**config.mk**
```make
export PLATFORM = sky130hd
export DESIGN_NAME = nmea_sentence_checksum_validator_flat
export DESIGN_NICKNAME = d
export VERILOG_FILES = /design/src/hw/rtl/nmeacs_pkg.sv /design/src/hw/rtl/nmeacs_stream_if.sv /design/src/hw/rtl/nmeacs_out_buf.sv /design/src/hw/rtl/nmea_sentence_checksum_validator.sv /design/src/flat_wrapper.sv
export SDC_FILE = /design/constraint.sdc
export NUM_CORES = 1
export LEC_CHECK = 0
export BUFFER_PORTS_ARGS = -buffer_cell sky130_fd_sc_hd__buf_2
export CORE_UTILIZATION = 55
export DETAILED_ROUTE_END_ITERATION = 7
export PLACE_DENSITY = 0.75
export SLEW_MARGIN = 20
export SYNTH_ARGS = -nofsm -noshare
export SYNTH_HDL_FRONTEND = slang
export SYNTH_SLANG_ARGS = --single-unit
```
**constraint.sdc**
```tcl
create_clock -name clk_i -period 3.34 [get_ports clk_i]
set_input_delay 0.334 -clock clk_i [delete_from_list [all_inputs] [get_ports clk_i]]
set_output_delay 0.334 -clock clk_i [all_outputs]
set_load 0.01 [all_outputs]
```
**src/hw/rtl/nmeacs_pkg.sv**
```systemverilog
// Package for the NMEA sentence checksum validator: byte codes, status codes,
// beat payload types and the hex digit decoder.
// No dependencies; the result buffer, the validator and the testbench import it.
`timescale 1ns / 1ps

package nmeacs_pkg;

  localparam logic [7:0] CharDollar = 8'h24;
  localparam logic [7:0] CharStar   = 8'h2A;
  localparam logic [7:0] CharCr     = 8'h0D;
  localparam logic [7:0] CharZero   = 8'h30;
  localparam logic [7:0] CharNine   = 8'h39;
  localparam logic [7:0] CharUpperA = 8'h41;
  localparam logic [7:0] CharUpperF = 8'h46;

  localparam logic [7:0] MaxLenReset = 8'd82;
  localparam logic [7:0] LenSat      = 8'hFF;

  typedef enum logic [2:0] {
    StatusOk       = 3'd0,
    StatusMismatch = 3'd1,
    StatusNonHex   = 3'd2,
    StatusNoStar   = 3'd3,
    StatusTooLong  = 3'd4
  } status_e;

  typedef struct packed {
    logic [7:0] char_in;
  } char_beat_t;

  typedef struct packed {
    logic       sentence_ok;
    status_e    status;
    logic [7:0] computed_sum;
    logic [7:0] received_sum;
  } result_beat_t;

  typedef struct packed {
    logic       valid;
    logic [3:0] value;
  } hex_digit_t;

  // Decodes one uppercase hex digit; valid is low for any other byte.
  function automatic hex_digit_t hex_decode(logic [7:0] c);
    hex_digit_t d;
    d.valid = 1'b0;
    d.value = 4'd0;
    if (c >= CharZero && c <= CharNine) begin
      d.valid = 1'b1;
      d.value = c[3:0];
    end else if (c >= CharUpperA && c <= CharUpperF) begin
      d.valid = 1'b1;
      d.value = c[3:0] + 4'd9;
    end
    return d;
  endfunction

endpackage

```
**src/hw/rtl/nmeacs_stream_if.sv**
```systemverilog
// Valid/ready stream interface used for the byte input and the result output.
// Payload type is a parameter; the payload structs come from nmeacs_pkg.
`timescale 1ns / 1ps

interface nmeacs_stream_if #(
  parameter type payload_t = logic [7:0]
);
  logic     valid;
  logic     ready;
  payload_t payload;

  modport source (output valid, output payload, input ready);
  modport sink   (input valid, input payload, output ready);
endinterface

```
**src/hw/rtl/nmeacs_out_buf.sv**
```systemverilog
// Two-entry result buffer: an output register plus a skid register.
// Depends on nmeacs_pkg and nmeacs_stream_if.
`timescale 1ns / 1ps

module nmeacs_out_buf
  import nmeacs_pkg::*;
(
  input  logic                 clk_i,
  input  logic                 rst_ni,
  input  logic                 push_i,
  input  result_beat_t         data_i,
  output logic                 ready_o,
  nmeacs_stream_if.source      res_o
);

  result_beat_t out_q, skid_q;
  logic         out_valid_q, skid_valid_q;
  logic         pop;

  // Ready only looks at the skid register, so it never depends on the output side.
  assign ready_o = !skid_valid_q;
  assign pop     = out_valid_q && res_o.ready;

  assign res_o.valid   = out_valid_q;
  assign res_o.payload = out_q;

  always_ff @(posedge clk_i or negedge rst_ni) begin
    if (!rst_ni) begin
      out_valid_q  <= 1'b0;
      skid_valid_q <= 1'b0;
    end else if (!out_valid_q || pop) begin
      out_valid_q  <= skid_valid_q || push_i;
      skid_valid_q <= 1'b0;
    end else if (push_i) begin
      skid_valid_q <= 1'b1;
    end
  end

  always_ff @(posedge clk_i) begin
    if (!out_valid_q || pop) begin
      out_q <= skid_valid_q ? skid_q : data_i;
    end else if (push_i) begin
      skid_q <= data_i;
    end
  end

  a_skid_behind_out: assert property (@(posedge clk_i) disable iff (!rst_ni)
    skid_valid_q |-> out_valid_q)
    else $error("skid entry held while output register is empty");

  a_stall_fills_skid: assert property (@(posedge clk_i) disable iff (!rst_ni)
    (out_valid_q && !res_o.ready && push_i) |=> skid_valid_q)
    else $error("stalled result beat was dropped");

  a_no_push_when_full: assert property (@(posedge clk_i) disable iff (!rst_ni)
    push_i |-> ready_o)
    else $error("result pushed while buffer is full");

endmodule

```
**src/hw/rtl/nmea_sentence_checksum_validator.sv**
```systemverilog
// NMEA 0183 sentence checksum validator, top level.
// A carriage return beat's result is registered in the result buffer before it is shown.
// Throughput: one byte beat per cycle; the two-entry result buffer sets the only stall,
// which lasts while both of its entries are held by a stalled output.
// Reset (rst_ni, asynchronous, active low) leaves no sentence open and the length limit at 82.
// Depends on nmeacs_pkg, nmeacs_stream_if and nmeacs_out_buf.
`timescale 1ns / 1ps

module nmea_sentence_checksum_validator
  import nmeacs_pkg::*;
(
  input  logic             clk_i,
  input  logic             rst_ni,
  input  logic             cfg_we_i,
  input  logic [7:0]       cfg_wdata_i,
  nmeacs_stream_if.sink    char_i,
  nmeacs_stream_if.source  res_o
);

  logic [7:0]   max_len_q;
  logic         in_sentence_q, in_sentence_d;
  logic         star_seen_q, star_seen_d;
  logic [7:0]   xor_acc_q, xor_acc_d;
  logic [7:0]   len_q, len_d;
  logic [15:0]  last_two_q, last_two_d;

  logic         buf_ready;
  logic         accept;
  logic         push;
  logic [7:0]   c;
  logic [7:0]   len_inc;
  hex_digit_t   hi_dig, lo_dig;
  result_beat_t result;

  assign c      = char_i.payload.char_in;
  assign accept = char_i.valid && buf_ready;
  assign char_i.ready = buf_ready;

  assign len_inc = (len_q == LenSat) ? len_q : len_q + 8'd1;
  assign push    = accept && in_sentence_q && (c != CharDollar) && (c == CharCr);

  always_comb begin
    in_sentence_d = in_sentence_q;
    star_seen_d   = star_seen_q;
    xor_acc_d     = xor_acc_q;
    len_d         = len_q;
    last_two_d    = last_two_q;
    if (accept) begin
      if (c == CharDollar) begin
        in_sentence_d = 1'b1;
        star_seen_d   = 1'b0;
        xor_acc_d     = 8'd0;
        len_d         = 8'd1;
        last_two_d    = {8'd0, CharDollar};
      end else if (in_sentence_q) begin
        len_d = len_inc;
        if (c == CharCr) begin
          in_sentence_d = 1'b0;
        end else begin
          if (!star_seen_q) begin
            if (c == CharStar) begin
              star_seen_d = 1'b1;
            end else begin
              xor_acc_d = xor_acc_q ^ c;
            end
          end
          last_two_d = {last_two_q[7:0], c};
        end
      end
    end
  end

  // Result for a carriage return, built from the state before that byte.
  always_comb begin
    hi_dig = hex_decode(last_two_q[15:8]);
    lo_dig = hex_decode(last_two_q[7:0]);
    result.computed_sum = xor_acc_q;
    result.received_sum = (hi_dig.valid && lo_dig.valid) ? {hi_dig.value, lo_dig.value}
                                                         : 8'd0;
    if (len_inc > max_len_q) begin
      result.status = StatusTooLong;
    end else if (!(hi_dig.valid && lo_dig.valid)) begin
      result.status = StatusNonHex;
    end else if (!star_seen_q) begin
      result.status = StatusNoStar;
    end else if (result.received_sum != xor_acc_q) begin
      result.status = StatusMismatch;
    end else begin
      result.status = StatusOk;
    end
    result.sentence_ok = (result.status == StatusOk);
  end

  always_ff @(posedge clk_i or negedge rst_ni) begin
    if (!rst_ni) begin
      max_len_q     <= MaxLenReset;
      in_sentence_q <= 1'b0;
      star_seen_q   <= 1'b0;
      xor_acc_q     <= 8'd0;
      len_q         <= 8'd0;
      last_two_q    <= 16'd0;
    end else begin
      if (cfg_we_i) begin
        max_len_q <= cfg_wdata_i;
      end
      in_sentence_q <= in_sentence_d;
      star_seen_q   <= star_seen_d;
      xor_acc_q     <= xor_acc_d;
      len_q         <= len_d;
      last_two_q    <= last_two_d;
    end
  end

  nmeacs_out_buf u_out_buf (
    .clk_i   (clk_i),
    .rst_ni  (rst_ni),
    .push_i  (push),
    .data_i  (result),
    .ready_o (buf_ready),
    .res_o   (res_o)
  );

  a_cr_gives_result: assert property (@(posedge clk_i) disable iff (!rst_ni)
    push |=> res_o.valid)
    else $error("carriage return in a sentence gave no result beat");

  a_dollar_opens: assert property (@(posedge clk_i) disable iff (!rst_ni)
    (accept && c == CharDollar) |=> (in_sentence_q && len_q == 8'd1 && !star_seen_q))
    else $error("dollar did not open a fresh sentence");

  a_len_nonzero: assert property (@(posedge clk_i) disable iff (!rst_ni)
    in_sentence_q |-> (len_q != 8'd0))
    else $error("open sentence with zero length");

  a_cr_closes: assert property (@(posedge clk_i) disable iff (!rst_ni)
    push |=> !in_sentence_q)
    else $error("sentence still open after carriage return");

endmodule

```
**src/flat_wrapper.sv**
```systemverilog
// flat-port wrapper written by rule: the top's interface ports become plain ports
module nmea_sentence_checksum_validator_flat import nmeacs_pkg::*;
  (clk_i, rst_ni, cfg_we_i, cfg_wdata_i, char_i_valid, char_i_payload, char_i_ready, res_o_valid, res_o_payload, res_o_ready);
  nmeacs_stream_if #(.payload_t(char_beat_t)) char_i_i ();
  nmeacs_stream_if #(.payload_t(result_beat_t)) res_o_i ();
  input  logic clk_i;
  input  logic rst_ni;
  input  logic cfg_we_i;
  input  logic [7:0] cfg_wdata_i;
  input wire logic [$bits(char_i_i.valid)-1:0] char_i_valid;
  input wire logic [$bits(char_i_i.payload)-1:0] char_i_payload;
  output wire logic [$bits(char_i_i.ready)-1:0] char_i_ready;
  output wire logic [$bits(res_o_i.valid)-1:0] res_o_valid;
  output wire logic [$bits(res_o_i.payload)-1:0] res_o_payload;
  input wire logic [$bits(res_o_i.ready)-1:0] res_o_ready;
  assign char_i_i.valid = char_i_valid;
  assign char_i_i.payload = char_i_payload;
  assign char_i_ready = char_i_i.ready;
  assign res_o_valid = res_o_i.valid;
  assign res_o_payload = res_o_i.payload;
  assign res_o_i.ready = res_o_ready;
  nmea_sentence_checksum_validator u_core (.clk_i(clk_i), .rst_ni(rst_ni), .cfg_we_i(cfg_we_i), .cfg_wdata_i(cfg_wdata_i), .char_i(char_i_i), .res_o(res_o_i));
endmodule
```
[Word level (Yosys, flattened, before mapping)]
Index checks and enable logic that the tools add are counted.
Cells by class
  add/subtract/negate cells: 3
  multiply operators: 0
  divide/modulo/power cells: 0
  order comparisons: 9
  equal/unequal tests: 9
  shifts and indexed selects: 0
  mux-type cells: 31
  bitwise gates (word level): 2
  reduce and logical (&&, ||, !) cells: 21
Operators with widths (count)
  8-bit 2-to-1 mux: 9
  16-bit 2-to-1 mux: 3
  20-bit 2-to-1 mux: 1
  5-bit 2-to-1 mux: 4
  8-bit by 6-bit equality test with 1-bit output (second input constant): 2
  8-bit by 6-bit greater-or-equal comparator with 1-bit output (second input constant): 2
  8-bit by 7-bit greater-or-equal comparator with 1-bit output (second input constant): 2
  8-bit by 6-bit <= comparator with 1-bit output (second input constant): 2
  8-bit by 7-bit <= comparator with 1-bit output (second input constant): 2
  1-bit 2-to-1 mux: 11
  1-bit logical AND: 10
  3-bit 2-to-1 mux: 3
  4-bit adder (second input constant): 2
  8-bit by 1-bit adder with 8-bit output (second input constant): 1
  8-bit by 4-bit equality test with 1-bit output (second input constant): 1
  8-bit equality test (second input constant): 1
  8-bit > comparator: 1
  8-bit by 6-bit inequality test with 1-bit output (second input constant): 1
  8-bit inequality test: 1
  8-bit XOR: 1
  5-bit AND reduction: 1
  2-bit by 1-bit inequality test with 1-bit output (second input constant): 2
  2-bit AND reduction: 2
  2-bit nonzero test: 2
  other kinds (6): 8
Storage, ports and cells
  register bits after elaboration: 84
  latch bits: 0
  memory bits (writable): 0
  bits in read-only memories: 0
  input port bits: 21
  output and inout port bits: 22
  word-level logic and storage cells: 91
  memories kept: 0

[Depth between registers and ports, before layout]
Gate-level depths: netlist of run 1.
  depth in word-level cells: 13
  gate-level depth with buffers: 14
  mapped depth without buffers: 14

[Hierarchy]
Synthesis of run 1 repeated with hierarchy kept, for this count alone.
Unflattened totals
  cells, all modules: 359
  area total of the unflattened synthesis: 4177.8 um^2
By module, submodules not included
  nmea_sentence_checksum_validator: times used 1, cells each 288, area an instance 2650.0 um^2, seq. area each 1054.8 um^2
  nmeacs_out_buf: times used 1, cells each 71, area an instance 1527.7 um^2, seq. area each 1251.2 um^2

[Worst setup path before layout of run 1]
Ideal clock, no wire load.
  path kind: input-to-reg
  start point: in char_i_payload[4]
  end point: reg u_core.u_out_buf.skid_q[0] (netlist name) (enable)
  arrival time: 2.658 ns
  path slack: 0.259 ns
  cell stages on the path: 3
  path buffers: 0
  cell sequence: or3_1 or4_1 nor3_1
On the way
  longest elaborated chain between the ends: 4
Ends and longest elaborated chain
  from (decl): line flat_wrapper.sv:11  | input wire logic [$bits(char_i_i.payload)-1:0] char_i_payload;
  8-bit by 6-bit inequality test with 1-bit output: line nmea_sentence_checksum_validator.sv:40  | assign push = accept && in_sentence_q && (c != CharDollar) && (c == CharCr);
  1-bit logical AND: line nmea_sentence_checksum_validator.sv:40
  1-bit logical AND (*): line nmea_sentence_checksum_validator.sv:40
  2-bit AND reduction (no source line) (*)
  to (signal assigned): line nmeacs_out_buf.sv:43  | skid_q <= data_i;
  to (decl): line nmeacs_out_buf.sv:16  | result_beat_t out_q, skid_q;
Mark *: on every way between the ends. The rest lies on a longest branch, timed or not.
A chain may end at the register's enable or synchronous reset.

==> metrics.txt, run 1 <==
top-area cell type share of the netlist area 27.7%; required time worst endpoint 3.45 ns; Final Setup Violations 0; Num CTS Buffers 9; CTS Root Cell clkbuf_8; vias 3252; post-route ant nets 0; setup TNS 0 ns; FF+latch count, synth 84; Initial Util 56.5%; Seq/Total Area, Yosys 53.1%; worst-path fanout max 5; CP Capture Type flip-flop; gr ovfl total 0; Final Hold Fails 0; Port Buf Inserts 42; Max clock buf depth 2; relative slew slack 35.4%; leakage power 2.12 nW; worst slew pin tran 0.969 ns; total power 0.00337 W; Seq. cell area 2310 um^2; synthesized instance count 416; Post-synth EDFFs 40; CTS tree yes; crit path launch type flip-flop; run status finished, final reports clean; Max-Cap Viols 0; Clock Sinks 84; Syn. warnings 0; pwr dens 688 nW/um^2; DP HPWL 6.52 mm; die area 8250 um^2; count leader, synth nand2_1; Setup CP Type reg2reg; layout overhead on the synthesized area 12.8%; RD Place Congestion 0.885; share of layout cells above drive strength 1 19.4%; Nets 502; GR Util All Layers 22.9%; CORE AREA 7690 um^2; Worst Hold Class in2async; FP Rows 32; Synth cell types 64; most frequently used flop master after synthesis dfrtp_1; first-pass GRT wire length 14.7 mm; boundary pin count 43; asr flop ratio synth 52.4%; skew final 0.0100 ns; CTS H-tree lvls 3; chip height 90.8 um; Synth top cells by count nand2_1, dfrtp_1, edfxtp_1; peak supply drop 0.000356 V; Yosys top cell by area edfxtp_1; Filler Cells Inserted 658; average vias per placed instance 5.70; RSZ-0062 raised after global routing false; antenna cell count 0; Worst-Skew Late Latency 0.35 ns; fin crit share 93.8%; pin count of the biggest net entering global routing 45; Detailed Route WL 8.93 mm; Final Slew Violations 0; CP arrival 3.24 ns; die extent in x 90.8 um; DR WL/cell 15.6 um; Synth area leaders edfxtp_1, dfrtp_1, nand2_1; DR pass1 iterations 5; antenna violations before repair 0; area of the multi-input gates 1900 um^2; Reg clk slew, reported paths 0.09 ns; Peak Freq 319 MHz; final critical-path required period 3.13 ns; Post-Synthesis Cell Area 4340 um^2; Mapped Avg Cell Area 10.4 um^2; drc violations 0; syn nets 454; vias in the first global route 2930; Starting DRT DRC Count 196
cell families (layout without fill, tap and decap cells):
logic type	count (synthesis)	in the layout	synth area share (%)
AND/OR/NAND/NOR	168	168	19.2
buffers and inverters	36	89	3.49
XOR/XNOR	14	14	3.14
flip-flops	84	84	53.1
AO/OA/AOI/OAI	89	89	14.2
multiplexers	8	8	1.99
adder cells (fa/ha/maj)	17	17	4.90
layer usage:
layer	up-vias	GRT usage [%]	part of all wire (%)
li1	1591	-	-
met1	1556	34.4	49
met2	94	34.4	45
met3	11	3.03	4.5
met4	0	7.54	1.4
met5	-	0	0
path summary, 6_finish.rpt:
path	start	endpoint	slack [ns]	cells past startpoint
worst min-delay path	rst_ni	u_core.len_q[2]	0.11	1
worst max-delay path	u_core.len_q[0]	u_core.u_out_buf.res_o.payload[17]	0.21	14
worst min register to register	u_core.xor_acc_q[3]	u_core.u_out_buf.skid_q[11]	0.45	0
min in group clk_i	cfg_wdata_i[2]	u_core.max_len_q[2]	0.18	3
max in group asynchronous	rst_ni	u_core.last_two_q[8]	2.60	1
worst max register to register	u_core.len_q[0]	u_core.u_out_buf.res_o.payload[17]	0.21	14
cell usage in the layout (no fill, tap or decap), types with 3 or more instances in the layout:
cell      Yosys  layout
buf_4         0       8
buf_2         0      42
nor3_1        5       4
nor3b_1       4       4
a21oi_1      10      10
o21ai_0      27      26
a22o_1       10      10
nor2b_1       5       5
xor2_1        4       4
inv_1        23      23
clkbuf_8      0      10
edfxtp_1     40      40
and3_1        4       4
a21o_1        3       3
o31ai_1       8       7
nand4_1       4       4
clkinv_4      0       3
ha_1         17      17
nor2_1       30      30
dfrtp_1      41      41
nand3_1      13      12
o21a_1        5       5
mux2i_1       3       3
xnor2_1       9       9
and2_1        4       4
dfstp_2       3       3
nand2_1      76      76
mux2_2        5       5
a31oi_1       4       4
through the flow:
step / worst slack (ns) / util, % / instance area [um^2] / hold WS, ns / std cells
floorplan: 0.259 / - / 4340 / 0.0384 / 416
global placement: 0.245 / 60.8 / 4670 / 0.426 / 554
detailed placement: 0.0587 / 60.8 / 4670 / 0.431 / 554
CTS: 0.0352 / 63.4 / 4870 / 0.163 / 570
global route: 0.00314 / 63.7 / 4900 / 0.187 / 571
finish: 0.209 / 63.7 / 4900 / 0.114 / 571
worst max-delay path, stage by stage, from the launching register on:
cell and delay [ns]:
dfrtp_1 0.44, ha_1 0.27, and3_1 0.22, and3_1 0.23, and3_1 0.22, nand2_1 0.07, nand2_1 0.07, ha_1 0.30
nor2b_1 0.15, o21a_1 0.12, o21ai_0 0.07, a21oi_1 0.19, o21ai_2 0.10, and2_1 0.18, mux2_2 0.27
registers in the layout, indices dropped and copies added, names as in the netlist:
| name | flops |
|---|---|
| u_core.u_out_buf.res_o.payload | 20 |
| u_core.last_two_q | 16 |
| u_core.u_out_buf.res_o.valid | 1 |
| u_core.u_out_buf.skid_q | 20 |
| u_core.in_sentence_q | 1 |
| u_core.u_out_buf.skid_valid_q | 1 |
| u_core.xor_acc_q | 8 |
| u_core.star_seen_q | 1 |
| u_core.max_len_q | 8 |
| u_core.len_q | 8 |
repair_timing:
action | in CTS | in global routing
resized for setup | 0 | 4
hold endpoints to repair | 0 | 0
buffers inserted | 0 | 1
hold buffers | 0 | 0
setup endpoints to repair | 0 | 8
power breakdown:
| part | switching (W) | total (W) | internal, W |
|---|---|---|---|
| combinational | 0.000597 | 0.00109 | 0.000490 |
| clock | 0.000374 | 0.000743 | 0.000369 |
| sequential | 0.000216 | 0.00154 | 0.00132 |
| total | 0.00119 | 0.00337 | 0.00218 |
cell type report:
| cell class | count | share of cell area [%] |
|---|---|---|
| Multi-Input combinational cell | 296 | 38.9 |
| Inverter | 23 | 1.76 |
| Tap cell | 102 | 2.61 |
| Clock inverter | 5 | 1.25 |
| Clock buffer | 11 | 2.89 |
| Sequential cell | 84 | 47.1 |
| Timing Repair Buffer | 50 | 5.52 |
No activity file was read; power rests on OpenSTA's default activity.
==> run 2: changes to the inputs <==
RECOVER_POWER = 100   (was default)
==> run 2 against run 1 <==
Against the previous run:
- power is 0.47% lower
- cell area fell by 1.0%
- die area unchanged
- the flow now finishes with violations (max-capacitance violations, max-slew violations)
- via count down 0.18%
- maximum frequency is 0.20% higher
- critical path depth unchanged
- critical endpoint unchanged
- cell count is the same
- hold slack better by 0.071 ns
==> metrics.txt, run 2 (synthesized netlist as in run 1, its figures left out) <==
Clk pwr share 22.0%; Setup CP Type reg2reg; most common cell after layout, fill and taps aside nand2_1; setup TNS 0 ns; net switching power 0.00119 W; boundary pin count 43; CP arrival 3.24 ns; CORE AREA 7690 um^2; fin crit share 93.6%; Peak Freq 320 MHz; DP HPWL 6.52 mm; post-route ant nets 0; Max clock buf depth 2; most frequent cells in the layout nand2_1, dfrtp_1, edfxtp_1; Num CTS Buffers 9; gr ovfl total 0; sequential power share 46.0%; Port Buf Inserts 42; average vias per placed instance 5.68; Clock Sinks 84; run status finished, violations left; CTS tree yes; Final Setup Violations 0; RD Place Congestion 0.885; Max-Cap Viols 1; worst slew pin tran 2.34 ns; vias in the first global route 2930; worst-path fanout max 5; DR WL/cell 15.7 um; pwr dens 692 nW/um^2; Int Power 0.00216 W; RSZ-0062 raised after global routing false; CTS H-tree lvls 3; die area 8250 um^2; DP Worst Slack 0.0587 ns; Starting DRT DRC Count 218; peak supply drop 0.000357 V; antenna cell count 0; Worst-Skew Late Latency 0.35 ns; sw frac 35.5%; violated checks max-capacitance violations, max-slew violations; CTS Root Cell clkbuf_8; Reg2Reg Depth 14; leakage power 2.02 nW; relative slew slack -56.1%; Worst Hold Class in2reg; Filler Cells Inserted 674; GR Util All Layers 22.9%; skew final 0.0107 ns; Final Slew Violations 45; Reg clk slew, reported paths 0.09 ns; Initial Util 56.5%; final critical-path required period 3.13 ns; Nets 502; Min-Delay Path Depth 3; pin count of the biggest net entering global routing 45; die extent in x 90.8 um; Final Hold Fails 0; crit path launch type flip-flop; drc violations 0; share of layout cells above drive strength 1 12.8%; FP Rows 32; first-pass GRT wire length 14.7 mm; layout overhead on the synthesized area 11.6%; Comb power frac 32.0%; chip height 90.8 um; antenna violations before repair 0; vias 3246; hold buffers post-CTS 0; Detailed Route WL 8.95 mm; required time worst endpoint 3.46 ns; final setup margin 0.215 ns; DR pass1 iterations 5; CP Capture Type flip-flop
-- run 2: cell count changes in the layout (fill, tap and decap cells not counted) --
cell / before / now
buf_2: 42 / 17
buf_4: 8 / 3
clkbuf_1: 1 / 31
o21ai_0: 26 / 27
o21ai_1: 2 / 1
o21ba_1: 0 / 1
o21ba_2: 1 / 0
-- run 2: through the flow --
step           power (W)  hold WS [ns]  cells  utilization, %  cell area [um^2]
2_1_floorplan    0.00232        0.0384    416               -              4340
6_report         0.00335         0.186    571            63.0              4850
3_5_place_dp     0.00263         0.431    554            60.8              4670
5_1_grt          0.00355         0.187    571            63.0              4850
3_3_place_gp     0.00257         0.426    554            60.8              4670
4_1_cts          0.00337         0.163    570            63.4              4870
-- run 2: cell type report --
type	count	area [um^2]	share of cell area (%)
Sequential cell	84	2310	47.6
Multi-Input combinational cell	296	1900	39.3
Timing Repair Buffer	50	220	4.54
Clock buffer	11	141	2.92
Tap cell	102	128	2.63
Inverter	23	86.3	1.78
Clock inverter	5	61.3	1.27
-- run 2: critical path, cell delays in order (launching register included) --
cell and delay [ns]:
dfrtp_1 0.44, ha_1 0.27, and3_1 0.22, and3_1 0.23, and3_1 0.22, nand2_1 0.07
nand2_1 0.07, ha_1 0.30, nor2b_1 0.16, o21a_1 0.12, o21ai_0 0.07, a21oi_1 0.18
o21ai_2 0.10, and2_1 0.18, mux2_2 0.27
-- run 2: path summary, 6_finish.rpt --
check                                          from                            endpoint  slack [ns]
worst max-delay path                u_core.len_q[0]  u_core.u_out_buf.res_o.payload[17]        0.21
worst min-delay path                 cfg_wdata_i[2]                 u_core.max_len_q[2]        0.19
worst max register to register      u_core.len_q[0]  u_core.u_out_buf.res_o.payload[17]        0.21
worst min register to register  u_core.xor_acc_q[3]         u_core.u_out_buf.skid_q[11]        0.45
max in group asynchronous                    rst_ni                u_core.last_two_q[8]        1.33
min in group asynchronous                    rst_ni                     u_core.len_q[2]        0.68
-- run 2: per-layer routing --
metal / global-route usage, % / wire [um] / part of all wire (%) / vias up
met5: 0 / 0 / 0 / -
met4: 7.54 / 122 / 1.4 / 0
met3: 3.03 / 433 / 4.8 / 12
met2: 34.4 / 4030 / 45 / 105
met1: 34.4 / 4360 / 49 / 1533
li1: - / - / - / 1596
-- run 2: power by group through the flow --
stage	sequential [W]	clock, W	combinational [W]
floorplan	0.00151	0	0.000805
global placement	0.00154	0	0.00103
detailed placement	0.00156	0	0.00107
CTS	0.00154	0.000751	0.00108
global route	0.00157	0.000793	0.00118
finish	0.00154	0.000738	0.00107
-- run 2: timing repair --
| action | in CTS | in global routing |
|---|---|---|
| setup endpoints to repair | 0 | 8 |
| setup buffers | 0 | 1 |
| gates resized for setup | 0 | 4 |
